<file path="src/hw/rtl/assert_macros.svh">
// Concurrent assertion helpers, clocked and disabled during reset.
`ifndef ASSERT_MACROS_SVH
`define ASSERT_MACROS_SVH

`ifndef NO_ASSERTIONS

`define ASSERT_CLK(name, clk, rst_n, prop) \
  name: assert property (@(posedge clk) disable iff (!rst_n) prop) \
    else $error("assertion failed");

`define ASSERT_NEVER(name, clk, rst_n, expr) \
  name: assert property (@(posedge clk) disable iff (!rst_n) !(expr)) \
    else $error("forbidden condition seen");

`else

`define ASSERT_CLK(name, clk, rst_n, prop)

`define ASSERT_NEVER(name, clk, rst_n, expr)

`endif

`endif

</file>
<file path="src/hw/rtl/krla_pkg.sv">
`default_nettype none

package krla_pkg;

  localparam logic [4:0] KEY_TYPE   = 5'd1;
  localparam logic [9:0] KEY_PLUS   = 10'd115;
  localparam logic [9:0] KEY_MINUS  = 10'd114;
  localparam logic [9:0] KEY_SELECT = 10'd54;
  localparam logic [9:0] KEY_START  = 10'd28;
  localparam logic [9:0] KEY_DOWN   = 10'd38;
  localparam logic [9:0] KEY_UP     = 10'd19;

  localparam logic [15:0] DELAY_RST    = 16'd300;
  localparam logic [15:0] INTERVAL_RST = 16'd100;
  localparam logic [3:0]  BTOP_RST     = 4'd10;
  localparam logic [4:0]  VTOP_RST     = 5'd20;

  localparam int unsigned IN_DATA_W  = 56;
  localparam int unsigned OUT_DATA_W = 16;

  typedef enum logic [1:0] {
    REG_DELAY    = 2'd0,
    REG_INTERVAL = 2'd1,
    REG_BTOP     = 2'd2,
    REG_VTOP     = 2'd3
  } cfg_reg_e;

  typedef struct packed {
    logic [15:0] repeat_delay_ms;
    logic [15:0] repeat_interval_ms;
    logic [3:0]  brightness_top;
    logic [4:0]  volume_top;
  } krla_cfg_t;

  typedef struct packed {
    logic        mode;
    logic [4:0]  event_type;
    logic [9:0]  key_code;
    logic [1:0]  key_value;
    logic [31:0] now_ms;
  } krla_item_t;

  typedef struct packed {
    logic       volume_reapply;
    logic       volume_changed;
    logic       brightness_changed;
    logic [4:0] volume_level;
    logic [3:0] brightness_level;
  } krla_result_t;

endpackage

`default_nettype wire

</file>
<file path="src/hw/rtl/key_repeat_level_adjuster_unit.sv">
`default_nettype none

// Key auto-repeat level adjuster. Takes one item per clock when the result is not
// stalled. Items pass an input register, then a single pass of compares and 32-bit
// adds that updates the key state and levels and loads the result register.
// Throughput is one item per cycle while results are taken; a stalled result
// holds the input register, which still takes an item if the result is taken.
// s_axis_tuser carries the mode (0 key event, 1 poll tick). Configuration writes
// are always ready and take effect on the next cycle.
module key_repeat_level_adjuster_unit
  import krla_pkg::*;
(
  input  wire logic                  clk_i,
  input  wire logic                  rst_ni,
  input  wire logic                  s_axis_tvalid,
  output logic                       s_axis_tready,
  // event_type[4:0], key_code[14:5], key_value[16:15], now_ms[48:17], zero fill
  input  wire logic [IN_DATA_W-1:0]  s_axis_tdata,
  // mode
  input  wire logic                  s_axis_tuser,
  output logic                       m_axis_tvalid,
  input  wire logic                  m_axis_tready,
  // brightness_level[3:0], volume_level[8:4], brightness_changed[9],
  // volume_changed[10], volume_reapply[11], zero fill
  output logic [OUT_DATA_W-1:0]      m_axis_tdata,
  input  wire logic                  cfg_valid_i,
  output logic                       cfg_ready_o,
  input  wire logic [1:0]            cfg_addr_i,
  input  wire logic [15:0]           cfg_data_i
);

  krla_cfg_t    cfg;
  krla_item_t   in_item, stage_item;
  krla_result_t result;
  logic         stage_valid;
  logic         advance;

  assign cfg_ready_o = 1'b1;

  assign in_item.mode       = s_axis_tuser;
  assign in_item.event_type = s_axis_tdata[4:0];
  assign in_item.key_code   = s_axis_tdata[14:5];
  assign in_item.key_value  = s_axis_tdata[16:15];
  assign in_item.now_ms     = s_axis_tdata[48:17];

  krla_cfg u_cfg (
    .clk_i       (clk_i),
    .rst_ni      (rst_ni),
    .cfg_valid_i (cfg_valid_i),
    .cfg_addr_i  (cfg_addr_i),
    .cfg_data_i  (cfg_data_i),
    .cfg_o       (cfg)
  );

  krla_in_stage u_in_stage (
    .clk_i      (clk_i),
    .rst_ni     (rst_ni),
    .in_valid_i (s_axis_tvalid),
    .in_ready_o (s_axis_tready),
    .in_item_i  (in_item),
    .advance_i  (advance),
    .valid_o    (stage_valid),
    .item_o     (stage_item)
  );

  krla_core u_core (
    .clk_i       (clk_i),
    .rst_ni      (rst_ni),
    .cfg_i       (cfg),
    .valid_i     (stage_valid),
    .item_i      (stage_item),
    .advance_o   (advance),
    .out_valid_o (m_axis_tvalid),
    .out_ready_i (m_axis_tready),
    .result_o    (result)
  );

  assign m_axis_tdata = {{(OUT_DATA_W - $bits(krla_result_t)){1'b0}}, result};

endmodule

`default_nettype wire

</file>
<file path="src/hw/rtl/krla_cfg.sv">
`default_nettype none

module krla_cfg
  import krla_pkg::*;
(
  input  wire logic        clk_i,
  input  wire logic        rst_ni,
  input  wire logic        cfg_valid_i,
  input  wire logic [1:0]  cfg_addr_i,
  input  wire logic [15:0] cfg_data_i,
  output krla_cfg_t        cfg_o
);

  krla_cfg_t cfg_q, cfg_d;

  always_comb begin
    cfg_d = cfg_q;
    if (cfg_valid_i) begin
      case (cfg_reg_e'(cfg_addr_i))
        REG_DELAY:    cfg_d.repeat_delay_ms    = cfg_data_i;
        REG_INTERVAL: cfg_d.repeat_interval_ms = cfg_data_i;
        REG_BTOP:     cfg_d.brightness_top     = cfg_data_i[3:0];
        REG_VTOP:     cfg_d.volume_top         = cfg_data_i[4:0];
        default: ;
      endcase
    end
  end

  always_ff @(posedge clk_i or negedge rst_ni) begin
    if (!rst_ni) begin
      cfg_q.repeat_delay_ms    <= DELAY_RST;
      cfg_q.repeat_interval_ms <= INTERVAL_RST;
      cfg_q.brightness_top     <= BTOP_RST;
      cfg_q.volume_top         <= VTOP_RST;
    end else begin
      cfg_q <= cfg_d;
    end
  end

  assign cfg_o = cfg_q;

endmodule

`default_nettype wire

</file>
<file path="src/hw/rtl/krla_in_stage.sv">
`default_nettype none

module krla_in_stage
  import krla_pkg::*;
(
  input  wire logic       clk_i,
  input  wire logic       rst_ni,
  input  wire logic       in_valid_i,
  output logic            in_ready_o,
  input  wire krla_item_t in_item_i,
  input  wire logic       advance_i,
  output logic            valid_o,
  output krla_item_t      item_o
);

  logic       valid_q, valid_d;
  krla_item_t item_q;

  assign in_ready_o = !valid_q || advance_i;

  always_comb begin
    valid_d = valid_q;
    if (in_ready_o) begin
      valid_d = in_valid_i;
    end
  end

  always_ff @(posedge clk_i or negedge rst_ni) begin
    if (!rst_ni) begin
      valid_q <= 1'b0;
    end else begin
      valid_q <= valid_d;
    end
  end

  always_ff @(posedge clk_i) begin
    if (in_ready_o && in_valid_i) begin
      item_q <= in_item_i;
    end
  end

  assign valid_o = valid_q;
  assign item_o  = item_q;

endmodule

`default_nettype wire

</file>
<file path="src/hw/rtl/krla_core.sv">
`default_nettype none
`include "assert_macros.svh"

module krla_core
  import krla_pkg::*;
(
  input  wire logic       clk_i,
  input  wire logic       rst_ni,
  input  wire krla_cfg_t  cfg_i,
  input  wire logic       valid_i,
  input  wire krla_item_t item_i,
  output logic            advance_o,
  output logic            out_valid_o,
  input  wire logic       out_ready_i,
  output krla_result_t    result_o
);

  logic        start_held_q, start_held_d;
  logic        select_held_q, select_held_d;
  logic        up_held_q, up_held_d;
  logic        up_fresh_q, up_fresh_d;
  logic [31:0] up_due_q, up_due_d;
  logic        down_held_q, down_held_d;
  logic        down_fresh_q, down_fresh_d;
  logic [31:0] down_due_q, down_due_d;
  logic [3:0]  bright_q, bright_d, bright_mid;
  logic [4:0]  vol_q, vol_d, vol_mid;
  logic        out_valid_q, out_valid_d;
  krla_result_t res_q, res_d;

  logic        pressed;
  logic        reapply;
  logic        up_serve, down_serve;
  logic [31:0] up_diff, down_diff;
  logic [31:0] press_due;

  assign advance_o = valid_i && (!out_valid_q || out_ready_i);

  always_comb begin
    start_held_d  = start_held_q;
    select_held_d = select_held_q;
    up_held_d     = up_held_q;
    up_fresh_d    = up_fresh_q;
    up_due_d      = up_due_q;
    down_held_d   = down_held_q;
    down_fresh_d  = down_fresh_q;
    down_due_d    = down_due_q;
    bright_mid    = bright_q;
    vol_mid       = vol_q;
    bright_d      = bright_q;
    vol_d         = vol_q;
    reapply       = 1'b0;

    pressed    = |item_i.key_value;
    press_due  = item_i.now_ms + {16'd0, cfg_i.repeat_delay_ms};
    up_diff    = item_i.now_ms - up_due_q;
    down_diff  = item_i.now_ms - down_due_q;
    up_serve   = item_i.mode && (up_fresh_q || (up_held_q && !up_diff[31]));
    down_serve = item_i.mode && (down_fresh_q || (down_held_q && !down_diff[31]));

    if (!item_i.mode) begin
      if (item_i.event_type == KEY_TYPE) begin
        case (item_i.key_code)
          KEY_START:  start_held_d  = pressed;
          KEY_SELECT: select_held_d = pressed;
          KEY_UP: begin
            up_held_d  = pressed;
            up_fresh_d = pressed;
            if (pressed) begin
              up_due_d = press_due;
            end
          end
          KEY_DOWN: begin
            down_held_d  = pressed;
            down_fresh_d = pressed;
            if (pressed) begin
              down_due_d = press_due;
            end
          end
          KEY_PLUS, KEY_MINUS: reapply = 1'b1;
          default: ;
        endcase
      end
    end

    // up first, then down on the stepped level
    if (up_serve) begin
      if (start_held_q) begin
        if (bright_q < cfg_i.brightness_top) begin
          bright_mid = bright_q + 4'd1;
        end
      end else if (select_held_q) begin
        if (vol_q < cfg_i.volume_top) begin
          vol_mid = vol_q + 5'd1;
        end
      end
      if (up_fresh_q) begin
        up_fresh_d = 1'b0;
      end else begin
        up_due_d = up_due_q + {16'd0, cfg_i.repeat_interval_ms};
      end
    end

    bright_d = bright_mid;
    vol_d    = vol_mid;
    if (down_serve) begin
      if (start_held_q) begin
        if (bright_mid != 4'd0) begin
          bright_d = bright_mid - 4'd1;
        end
      end else if (select_held_q) begin
        if (vol_mid != 5'd0) begin
          vol_d = vol_mid - 5'd1;
        end
      end
      if (down_fresh_q) begin
        down_fresh_d = 1'b0;
      end else begin
        down_due_d = down_due_q + {16'd0, cfg_i.repeat_interval_ms};
      end
    end

    res_d.brightness_level   = bright_d;
    res_d.volume_level       = vol_d;
    res_d.brightness_changed = bright_d != bright_q;
    res_d.volume_changed     = vol_d != vol_q;
    res_d.volume_reapply     = reapply;

    out_valid_d = out_valid_q;
    if (advance_o) begin
      out_valid_d = 1'b1;
    end else if (out_ready_i) begin
      out_valid_d = 1'b0;
    end
  end

  always_ff @(posedge clk_i or negedge rst_ni) begin
    if (!rst_ni) begin
      start_held_q  <= 1'b0;
      select_held_q <= 1'b0;
      up_held_q     <= 1'b0;
      up_fresh_q    <= 1'b0;
      up_due_q      <= 32'd0;
      down_held_q   <= 1'b0;
      down_fresh_q  <= 1'b0;
      down_due_q    <= 32'd0;
      bright_q      <= 4'd0;
      vol_q         <= 5'd0;
      out_valid_q   <= 1'b0;
    end else begin
      out_valid_q <= out_valid_d;
      if (advance_o) begin
        start_held_q  <= start_held_d;
        select_held_q <= select_held_d;
        up_held_q     <= up_held_d;
        up_fresh_q    <= up_fresh_d;
        up_due_q      <= up_due_d;
        down_held_q   <= down_held_d;
        down_fresh_q  <= down_fresh_d;
        down_due_q    <= down_due_d;
        bright_q      <= bright_d;
        vol_q         <= vol_d;
      end
    end
  end

  always_ff @(posedge clk_i) begin
    if (advance_o) begin
      res_q <= res_d;
    end
  end

  assign out_valid_o = out_valid_q;
  assign result_o    = res_q;

  `ASSERT_CLK(a_key_no_change, clk_i, rst_ni,
    advance_o && !item_i.mode |=> !res_q.brightness_changed && !res_q.volume_changed)
  `ASSERT_CLK(a_tick_no_reapply, clk_i, rst_ni,
    advance_o && item_i.mode |=> !res_q.volume_reapply)
  `ASSERT_CLK(a_level_matches, clk_i, rst_ni,
    advance_o |=> res_q.brightness_level == bright_q && res_q.volume_level == vol_q)
  `ASSERT_CLK(a_fresh_needs_held, clk_i, rst_ni,
    up_fresh_q |-> up_held_q)
  `ASSERT_NEVER(a_down_fresh_unheld, clk_i, rst_ni, down_fresh_q && !down_held_q)

endmodule

`default_nettype wire

</file>
<file path="config.mk">
export PLATFORM = sky130hd
export DESIGN_NAME = key_repeat_level_adjuster_unit
export DESIGN_NICKNAME = d
export VERILOG_FILES = /design/src/hw/rtl/krla_pkg.sv /design/src/hw/rtl/key_repeat_level_adjuster_unit.sv /design/src/hw/rtl/krla_cfg.sv /design/src/hw/rtl/krla_in_stage.sv /design/src/hw/rtl/krla_core.sv
export VERILOG_INCLUDE_DIRS = /design/src /design/src/hw/rtl
export SDC_FILE = /design/constraint.sdc
export NUM_CORES = 1
export LEC_CHECK = 0
export BUFFER_PORTS_ARGS = -buffer_cell sky130_fd_sc_hd__buf_2
export CORE_MARGIN = 10
export CORE_UTILIZATION = 55
export DETAILED_ROUTE_END_ITERATION = 6
export PLACE_DENSITY = 0.73
export SYNTH_ARGS = -nofsm -noshare
export SYNTH_HDL_FRONTEND = slang
export SYNTH_HIERARCHICAL = 1
export SYNTH_SLANG_ARGS = --single-unit
</file>
<file path="constraint.sdc">
create_clock -name clk_i -period 4.1 [get_ports clk_i]
set_clock_uncertainty 0.1 [all_clocks]
set_input_delay 0.205 -clock clk_i [delete_from_list [all_inputs] [get_ports clk_i]]
set_output_delay 0.205 -clock clk_i [all_outputs]
set_load 0.02 [all_outputs]
</file>
Word level (Yosys, flattened, before mapping). Cells that the tools add are included.

Logic and storage cells: 119. Output and inout port bits: 19. Bits in registers: 184. Bits of input ports: 80.

Add/sub/neg operators: 9. Bitwise gates (word level): 2. Eq/ne operators: 12. Reduce and logical (&&, ||, !) cells: 29. Magnitude comparators: 2. Mux-type cells: 39.

Operator list (number): 32-bit 2-to-1 mux (12); 32-bit by 16-bit adder with 32-bit output (3); 32-bit subtractor (2); 5-bit 2-to-1 mux (8); 4-bit 2-to-1 mux (6); 10-bit by 5-bit == test with 1-bit output, second input constant (2); 10-bit by 6-bit == test with 1-bit output, second input constant (2); 10-bit by 7-bit == test with 1-bit output, second input constant (2); 4-bit AND reduction (4); 1-bit 2-to-1 mux (13); 2-bit AND reduction (4); 1-bit logical AND (6); 2-bit OR reduction (3); 5-bit by 1-bit adder with 5-bit output, second input constant (1); 5-bit by 1-bit == test with 1-bit output, second input constant (1); 5-bit less-than comparator (1); 5-bit != test (1); 5-bit nonzero test (1); 5-bit by 1-bit subtractor with 5-bit output, second input constant (1); 4-bit by 1-bit adder with 4-bit output, second input constant (1); 2-bit == test, second input constant (2); 1-bit zero test (4); 1-bit logical OR (4); 4-bit less-than comparator (1); other kinds (7) (8).

Logic depth before layout (Yosys ltp). Gate-level depths: netlist (run 1).

Word-level depth: 12. Depth in mapped cells: 18. Depth with buffers taken out: 17.

Cells and area by module. The synthesis (run 1) kept the hierarchy.

Modules (own cells, without submodules): krla_core (instances 1, cells an instance 1159, sequential area each 2362.3 um^2, area each 9328.9 um^2); krla_cfg (instances 1, cells an instance 88, sequential area each 1039.7 um^2, area each 1569.0 um^2); krla_in_stage (instances 1, cells an instance 54, sequential area each 1526.5 um^2, area each 1555.2 um^2); key_repeat_level_adjuster_unit (instances 1, cells an instance 7, sequential area each 0.0 um^2, area each 45.0 um^2).

Worst setup path after synthesis (run 1). No wires, ideal clock.

Path kind: register -> register. From: register u_in_stage.item_q, in the netlist u_in_stage/item_o[24]. To: register u_core.res_q, in the netlist u_core/result_o[10], data pin. Library setup time: 0.267 ns. Required time: 3.733 ns. Arrival time: 3.413 ns. Stages on the path, launching flop included: 17. Period minus slack after synthesis: 3.780 ns. Path buffers: 1. Setup slack: 0.320 ns. Cells stage by stage: edfxtp_1 ha_1 a21oi_1 nor2_1 a211oi_1 o211ai_1 a22o_1 o31ai_1 buf_2 xor2_1 ha_1 nand2_1 nor4_1 a211oi_2 mux2i_1 a31oi_1 nand4_1.

RTL lines: start: declaration (RTL line krla_in_stage.sv:17) `krla_item_t item_q;`; start signal: assignment (RTL line krla_in_stage.sv:38) `item_q <= in_item_i;`; end signal: assignment (RTL line krla_core.sv:169) `res_q <= res_d;`; end: declaration (RTL line krla_core.sv:29) `krla_result_t res_q, res_d;`.

==> results of run 1 <==
==> worst max-delay path by stage <==
stage                                      from                   to  slack, ns  cells after the start
after floorplan           u_in_stage/item_o[24]  u_core/result_o[10]       0.32                     16
after global placement    u_in_stage/item_o[25]   u_core/result_o[9]       0.24                     14
after detailed placement  u_in_stage/item_o[24]   u_core/result_o[9]       0.17                     14
after CTS                  u_in_stage/item_o[1]  u_core/result_o[10]       0.15                     17
after global routing        u_core/up_due_q[20]  u_core/result_o[10]      -0.11                     19
final                       u_core/up_due_q[20]   u_core/result_o[9]       0.14                     15
==> cells by family (layout without fill, tap and decap cells) <==
kind of cell / Yosys count / in the layout / synth area share [%]
adders and majority gates: 122 / 122 / 12.4
buffers and inverters: 137 / 332 / 4.52
and+or+nand+nor: 360 / 360 / 14.5
muxes: 52 / 52 / 4.62
xor gates and xnor gates: 70 / 70 / 5.03
AOI/OAI and AO/OA: 381 / 381 / 19.4
DFF: 184 / 184 / 39.4
other: 2 / 5 / 0.0601
==> area by class of cell <==
type / count / area, um2
Sequential cell: 184 / 4930
Clock buffer: 21 / 482
Clock inverter: 11 / 83.8
Fill cell: 1790 / 7720
Timing Repair Buffer: 205 / 1510
Multi-Input combinational cell: 990 / 7070
Tap cell: 285 / 357
Inverter: 95 / 357
==> cell usage in the layout, fill, tap and decap left out, types with 35 or more instances in the layout <==
cell,Yosys,final
a21oi_1,132,129
buf_2,6,85
buf_4,5,50
dfrtp_1,111,111
dlygate4sd3_1,0,69
edfxtp_1,62,62
ha_1,119,119
inv_1,95,94
mux2_2,44,44
nand2_1,100,100
nor2_1,105,104
o21ai_0,60,60
o22ai_1,35,35
xnor2_1,41,41
==> routing by layer <==
layer	up-vias	GRT usage [%]	routed length, um
met5	-	0	0
met4	0	6.29	619
met3	57	3.13	2170
met2	392	36.6	15500
met1	5315	32.0	15000
li1	5152	-	-
==> tightest hold or removal path, cell delays in order <==
cell	delay (ns)
buf_2	0.13
nor3b_4	0.13
mux2_2	0.25
==> repair_timing <==
action	CTS	global route
endpoints found under the setup margin	0	12
resized for setup	0	11
hold buffers	69	0
endpoints found under the hold margin	139	0
setup buffers	0	8
==> registers in the layout, indices dropped and copies added, names as in the netlist <==
signal                flops
u_core/down_due_q        32
u_core/out_valid_o        1
u_in_stage/item_o        50
u_core/result_o          12
u_core/down_held_q        1
u_core/select_held_q      1
u_core/up_held_q          1
u_core/down_fresh_q       1
u_core/up_fresh_q         1
u_core/start_held_q       1
u_cfg/cfg_o              41
u_core/bright_q           4
u_core/up_due_q          32
u_core/vol_q              5
u_in_stage/valid_o        1
==> power by group through the flow <==
stage                     combinational (mW)  clock (mW)  sequential (mW)
after CTS                               1.10        1.64             2.17
after global placement                  1.01           0             2.21
after detailed placement                1.04           0             2.21
after global routing                    1.24        1.71             2.19
after floorplan                        0.719           0             2.18
final                                   1.13        1.62             2.17
==> stage by stage <==
| step | instance area [um2] | util, % | setup TNS (ns) | instances |
|---|---|---|---|---|
| finish | 14800 | 65.7 | 0 | 1791 |
| global route | 14800 | 65.7 | -0.521 | 1791 |
| CTS | 14700 | 65.2 | 0 | 1783 |
| detailed placement | 13400 | 59.6 | 0 | 1682 |
| global placement | 13400 | 59.6 | 0 | 1682 |
| floorplan | 12500 | - | 0 | 1311 |
==> results.md, run 1 <==
* Status: finished, final reports clean
* Setup-failing EPs final at 0
* Yosys cell types at 93
* HPWL Detailed at 24200 um
* Switching power share of the total at 31.0%
* Global route overflow at 0
* Post-synthesis instance total at 1308
* Psw at 1.52 mW
* Static leakage at 6.42 nW
* Cts bufs inserted at 17
* Delay-heaviest family, CP: compound AO/OA/AOI/OAI gates
* Worst setup margin at 0.140 ns
* Die Wd at 171 um
* Cells on Worst Hold Path at 3
* Power consumption at 4.91 mW
* Core area at 0.0225 mm2
* Routed via count at 10900
* Ys async rst share at 66.3%
* Max-slew headroom at 25.4%
* Fraction of layout instances using a drive strength above 1 at 17.6%
* Final Hold Fails at 0
* Crit path capture type: flip-flop
* IO buf count at 86
* Combinational Power Share at 22.9%
* Worst-path cell chain: inv_1 > ha_1 > a21oi_1 > o21ai_0 > a21oi_1 > o211ai_1 > a22o_1 > buf_4 > o31ai_4 > mux2i_2 > ha_1 > xor2_2 > o31ai_1 > a211oi_1 > nand4_1
* Sequential Power Share at 44.2%
* Internal power at 3.39 mW
* Remaining antenna violation count at 0
* Worst Max-Slew Pin Slew at 1.11 ns
* Root Buffer: clkbuf_16
* Path category of the worst min-delay check: in2reg
* Synthesized cell area at 0.0125 mm2
* IO Pins at 99
* Most numerous cell in the Yosys netlist: a21oi_1
* First-pass GRT wire length at 54300 um
* R2r endpoint: u_core/result_o[9]
* Cells on worst reg2reg path at 15
* Flop-to-flop setup slack at 0.14 ns
* Synthesized flop and latch total at 184
* Drt drc at 0
* Syn. warnings at 6
* Crit Path Class: reg2reg
* Min cycle time layout at 3.96 ns
* Die height at 171 um
* Top post-synthesis cells by count: 132 x a21oi_1, 119 x ha_1, 111 x dfrtp_1
* Average cell area after synthesis at 9.56 um2
* Max_cap viols at 0
* DIE AREA at 0.0292 mm2
* Number of global-route vias before repair at 10600
* Total global-route track usage at 23.0%
* Crit path max fanout at 4
* Post-synth EDFFs at 62
* Mean routed wirelength per cell at 18.6 um
* Vias per std cell at 6.09
* Final nets at 1695
* Pin count of the biggest net entering global routing at 60
* Starting DRT DRC Count at 1164
* Max Root-Sink Buffers at 2
* Power share of the clock group at 32.9%
* Yosys top cell area share at 22.2%
* Slew Viols, Final at 0
* Crit-path max cell delay at 0.41 ns
* Endpoint with the worst hold slack: u_cfg/cfg_o[25]
* Area contributors post-synth: dfrtp_1 22%, edfxtp_1 15%, ha_1 12%
* CP arrival at 4.03 ns
* Routed WL at 33400 um
* Ant diodes at 0
* Clock latency on the worst-skew pair at 0.44 ns
* Final GP Congestion at 0.952
* Top cell type by total area after synthesis: dfrtp_1
* Initial core utilization at 55.5%
* Pwr dens at 332 mW/mm2
* Site row count at 55
* Ratio of final minimum period to clock period at 96.6%
* Reg clk slew, reported paths at 0.07 ns
* Initial antenna violation count at 0
* Worst Path Required at 4.17 ns
* Area delta synth->final at 18.3%
* Htree depth at 4
* RR Startpoint: u_core/up_due_q[20]
* Pre-CTS WS at 0.171 ns
* Slowest-stage cell, CP: dfrtp_1
* Startpoint Class: flip-flop
* Drt pass-1 iters at 6
* HP Start: cfg_addr_i[1]
* WHS at 0.215 ns
* Fmax at 253 MHz
* Peak supply drop at 249 uV
* CTS tree: done
* Worst Path Buf+Inv at 2
* CTS sink count at 184
* Sequential area share after synthesis at 39.4%
* Post-synth top flop: dfrtp_1
Note: power is estimated with default switching activity, not from simulation.
==> inputs of run 2 (changes only) <==
- CORE_UTILIZATION: 55 -> 35
- PLACE_DENSITY: 0.73 -> 0.49
==> run 2 against run 1 <==
  * Wire length is 7.9% higher
  * First-iteration DRC count fell by 32%
  * Flip-flop and latch count unchanged
  * Final area grew 2.9%
  * Worst hold slack lost 0.042 ns
  * Global-route usage decreased by 6.4 points
  * Critical path type unchanged
  * Final cell count up 11%
  * Sequential power hardly changed
  * Count of clock-buffer cells in the layout down 3
  * Worst setup slack gained 0.072 ns
  * Register-to-register slack better by 0.07 ns
  * Via count down 4.0%
==> results.md, run 2 (synthesis gave the netlist of run 1 again) <==
* Max Root-Sink Buffers at 2 (unchanged)
* HPWL Detailed at 26800 um (was 24200 um)
* Initial core utilization at 35.3% (was 55.5%)
* Crit-path max cell delay at 0.62 ns (was 0.41 ns)
* Clock latency on the worst-skew pair at 0.46 ns (was 0.44 ns)
* Starting DRT DRC Count at 788 (was 1164)
* Cts bufs inserted at 17 (unchanged)
* Crit path top cell by count: a311oi_1
* Combinational Power Share at 22.4% (was 22.9%)
* Ratio of final minimum period to clock period at 94.8% (was 96.6%)
* Routed via count at 10500 (was 10900)
* Slew Viols, Final at 0 (unchanged)
* Power share of the clock group at 34.7% (was 32.9%)
* Commonest non-fill, non-tap cell in the layout: a21oi_1 (unchanged)
* Worst Path Buf+Inv at 2 (unchanged)
* Reg clk slew, reported paths at 0.07 ns (about the same)
* Max reg flops at 50 (unchanged)
* DIE AREA at 0.0437 mm2 (was 0.0292 mm2)
* Worst setup margin at 0.212 ns (was 0.140 ns)
* Max-slew headroom at 26.3% (was 25.4%)
* Switching power share of the total at 30.7% (was 31.0%)
* Crit path capture type: flip-flop (unchanged)
* Startpoint Class: flip-flop (unchanged)
* Path category of the worst min-delay check: in2reg (unchanged)
* Htree depth at 4 (unchanged)
* Worst Max-Slew Pin Slew at 1.10 ns (was 1.11 ns)
* Fraction of layout instances using a drive strength above 1 at 18.3% (was 17.6%)
* Pre-CTS WS at 0.169 ns (was 0.171 ns)
* Drt drc at 0 (unchanged)
* Routed WL at 36000 um (was 33400 um)
* Status: finished, final reports clean (unchanged)
* Final nets at 1712 (was 1695)
* Worst Path Required at 4.36 ns (was 4.17 ns)
* Global route overflow at 0 (unchanged)
* Mean routed wirelength per cell at 18.1 um (was 18.6 um)
* Initial antenna violation count at 0 (unchanged)
* Site row count at 69 (was 55)
* Most frequent cells in the layout: 129 x a21oi_1, 118 x ha_1, 111 x dfrtp_1 (was 129 x a21oi_1, 119 x ha_1, 111 x dfrtp_1)
* CTS tree: done (unchanged)
* Worst-path cell chain: ha_1 > a21o_1 > a31oi_1 > o21ai_0 > a311oi_1 > buf_4 > o41ai_2 > xnor2_2 > a21oi_2 > nor3b_4 > buf_12 > nor2_4 > a311oi_1 > a211oi_1 (was inv_1 > ha_1 > a21oi_1 > o21ai_0 > a21oi_1 > o211ai_1 > a22o_1 > buf_4 > o31ai_4 > mux2i_2 > ha_1 > xor2_2 > o31ai_1 > a211oi_1 > nand4_1)
* Psw at 1.55 mW (was 1.52 mW)
* Final GP Congestion at 0.881 (was 0.952)
* Core area at 0.0354 mm2 (was 0.0225 mm2)
* Vias per std cell at 5.28 (was 6.09)
* Min cycle time layout at 3.89 ns (was 3.96 ns)
* Static leakage at 6.55 nW (was 6.42 nW)
* Setup-failing EPs final at 0 (unchanged)
* Max_cap viols at 0 (unchanged)
* # fillers at 3507 (was 1790)
* Peak supply drop at 318 uV (was 249 uV)
* Pin count of the biggest net entering global routing at 72 (was 60)
* Final core utilization at 43.0% (was 65.7%)
* CP arrival at 4.14 ns (was 4.03 ns)
* CTS sink count at 184 (unchanged)
* Total global-route track usage at 16.6% (was 23.0%)
* Die Wd at 209 um (was 171 um)
* Slowest-stage cell, CP: o41ai_2 (was dfrtp_1)
* Ant diodes at 0 (unchanged)
* Drt pass-1 iters at 5 (was 6)
* Area delta synth->final at 21.7% (was 18.3%)
* IO Pins at 99 (unchanged)
* Number of global-route vias before repair at 10700 (was 10600)
* Crit Path Class: reg2reg (unchanged)
* Die height at 209 um (was 171 um)
* Root Buffer: clkbuf_16 (unchanged)
* Pwr dens at 333 mW/mm2 (was 332 mW/mm2)
* Remaining antenna violation count at 0 (unchanged)
* WHS at 0.173 ns (was 0.215 ns)
* Delay-heaviest family, CP: compound AO/OA/AOI/OAI gates (unchanged)
* IO buf count at 86 (unchanged)
* Internal power at 3.51 mW (was 3.39 mW)
* Sequential Power Share at 42.8% (was 44.2%)
* Fmax at 257 MHz (was 253 MHz)
* Crit path max fanout at 9 (was 4)
* Final Hold Fails at 0 (unchanged)
* First-pass GRT wire length at 58300 um (was 54300 um)
-- run 2: layer usage --
layer	GRT usage, %	share of wire [%]
met2	26.8	46
met3	2.37	3.6
met5	0	0
met4	4.54	1.4
met1	22.7	49
-- run 2: through the flow --
stage	cell area (um2)	cells	power, mW	TNS (ns)
global placement	13800	1879	3.27	0
finish	15200	1984	5.06	0
global route	15200	1984	5.33	-0.00254
detailed placement	13800	1879	3.28	0
CTS	15100	1980	5.11	0
floorplan	12500	1311	2.90	0
-- run 2: worst min-delay path: cells and delay by family --
kind	cells	cell delay, ns
buf+inv	1	0.12
simple gates	1	0.18
mux	1	0.18
-- run 2: layout make-up --
class                           count  area, um2  area share (%)
Multi-Input combinational cell    990       7090            46.6
Sequential cell                   184       4930            32.4
Timing Repair Buffer              222       1660            10.9
Tap cell                          461        577            3.79
Clock buffer                       18        429            2.82
Inverter                           95        357            2.34
Clock inverter                     14        171            1.13
-- run 2: final timing paths --
check | to | slack (ns) | depth (start not counted) | startpoint
setup / recovery | u_core/down_due_q[28] | 0.21 | 14 | u_in_stage/item_o[2]
hold / removal | u_cfg/cfg_o[7] | 0.17 | 3 | cfg_valid_i
setup reg to reg | u_core/down_due_q[28] | 0.21 | 14 | u_in_stage/item_o[2]
hold reg to reg | u_core/down_due_q[23] | 0.40 | 2 | u_core/down_due_q[23]
max in group asynchronous | u_core/up_due_q[22] | 2.63 | 3 | rst_ni
min in group asynchronous | u_core/up_due_q[5] | 0.38 | 2 | rst_ni
-- run 2: power by group through the flow --
stage,combinational [mW],sequential (mW),clock (mW)
floorplan,0.719,2.18,0
global placement,1.06,2.21,0
detailed placement,1.07,2.21,0
CTS,1.13,2.17,1.81
global route,1.26,2.19,1.88
finish,1.14,2.17,1.76
-- run 2: timing repair --
item | CTS | global route
hold buffers | 69 | 0
buffers inserted | 0 | 4
setup endpoints to repair | 0 | 12
gates resized for setup | 0 | 11
endpoints found under the hold margin | 152 | 0
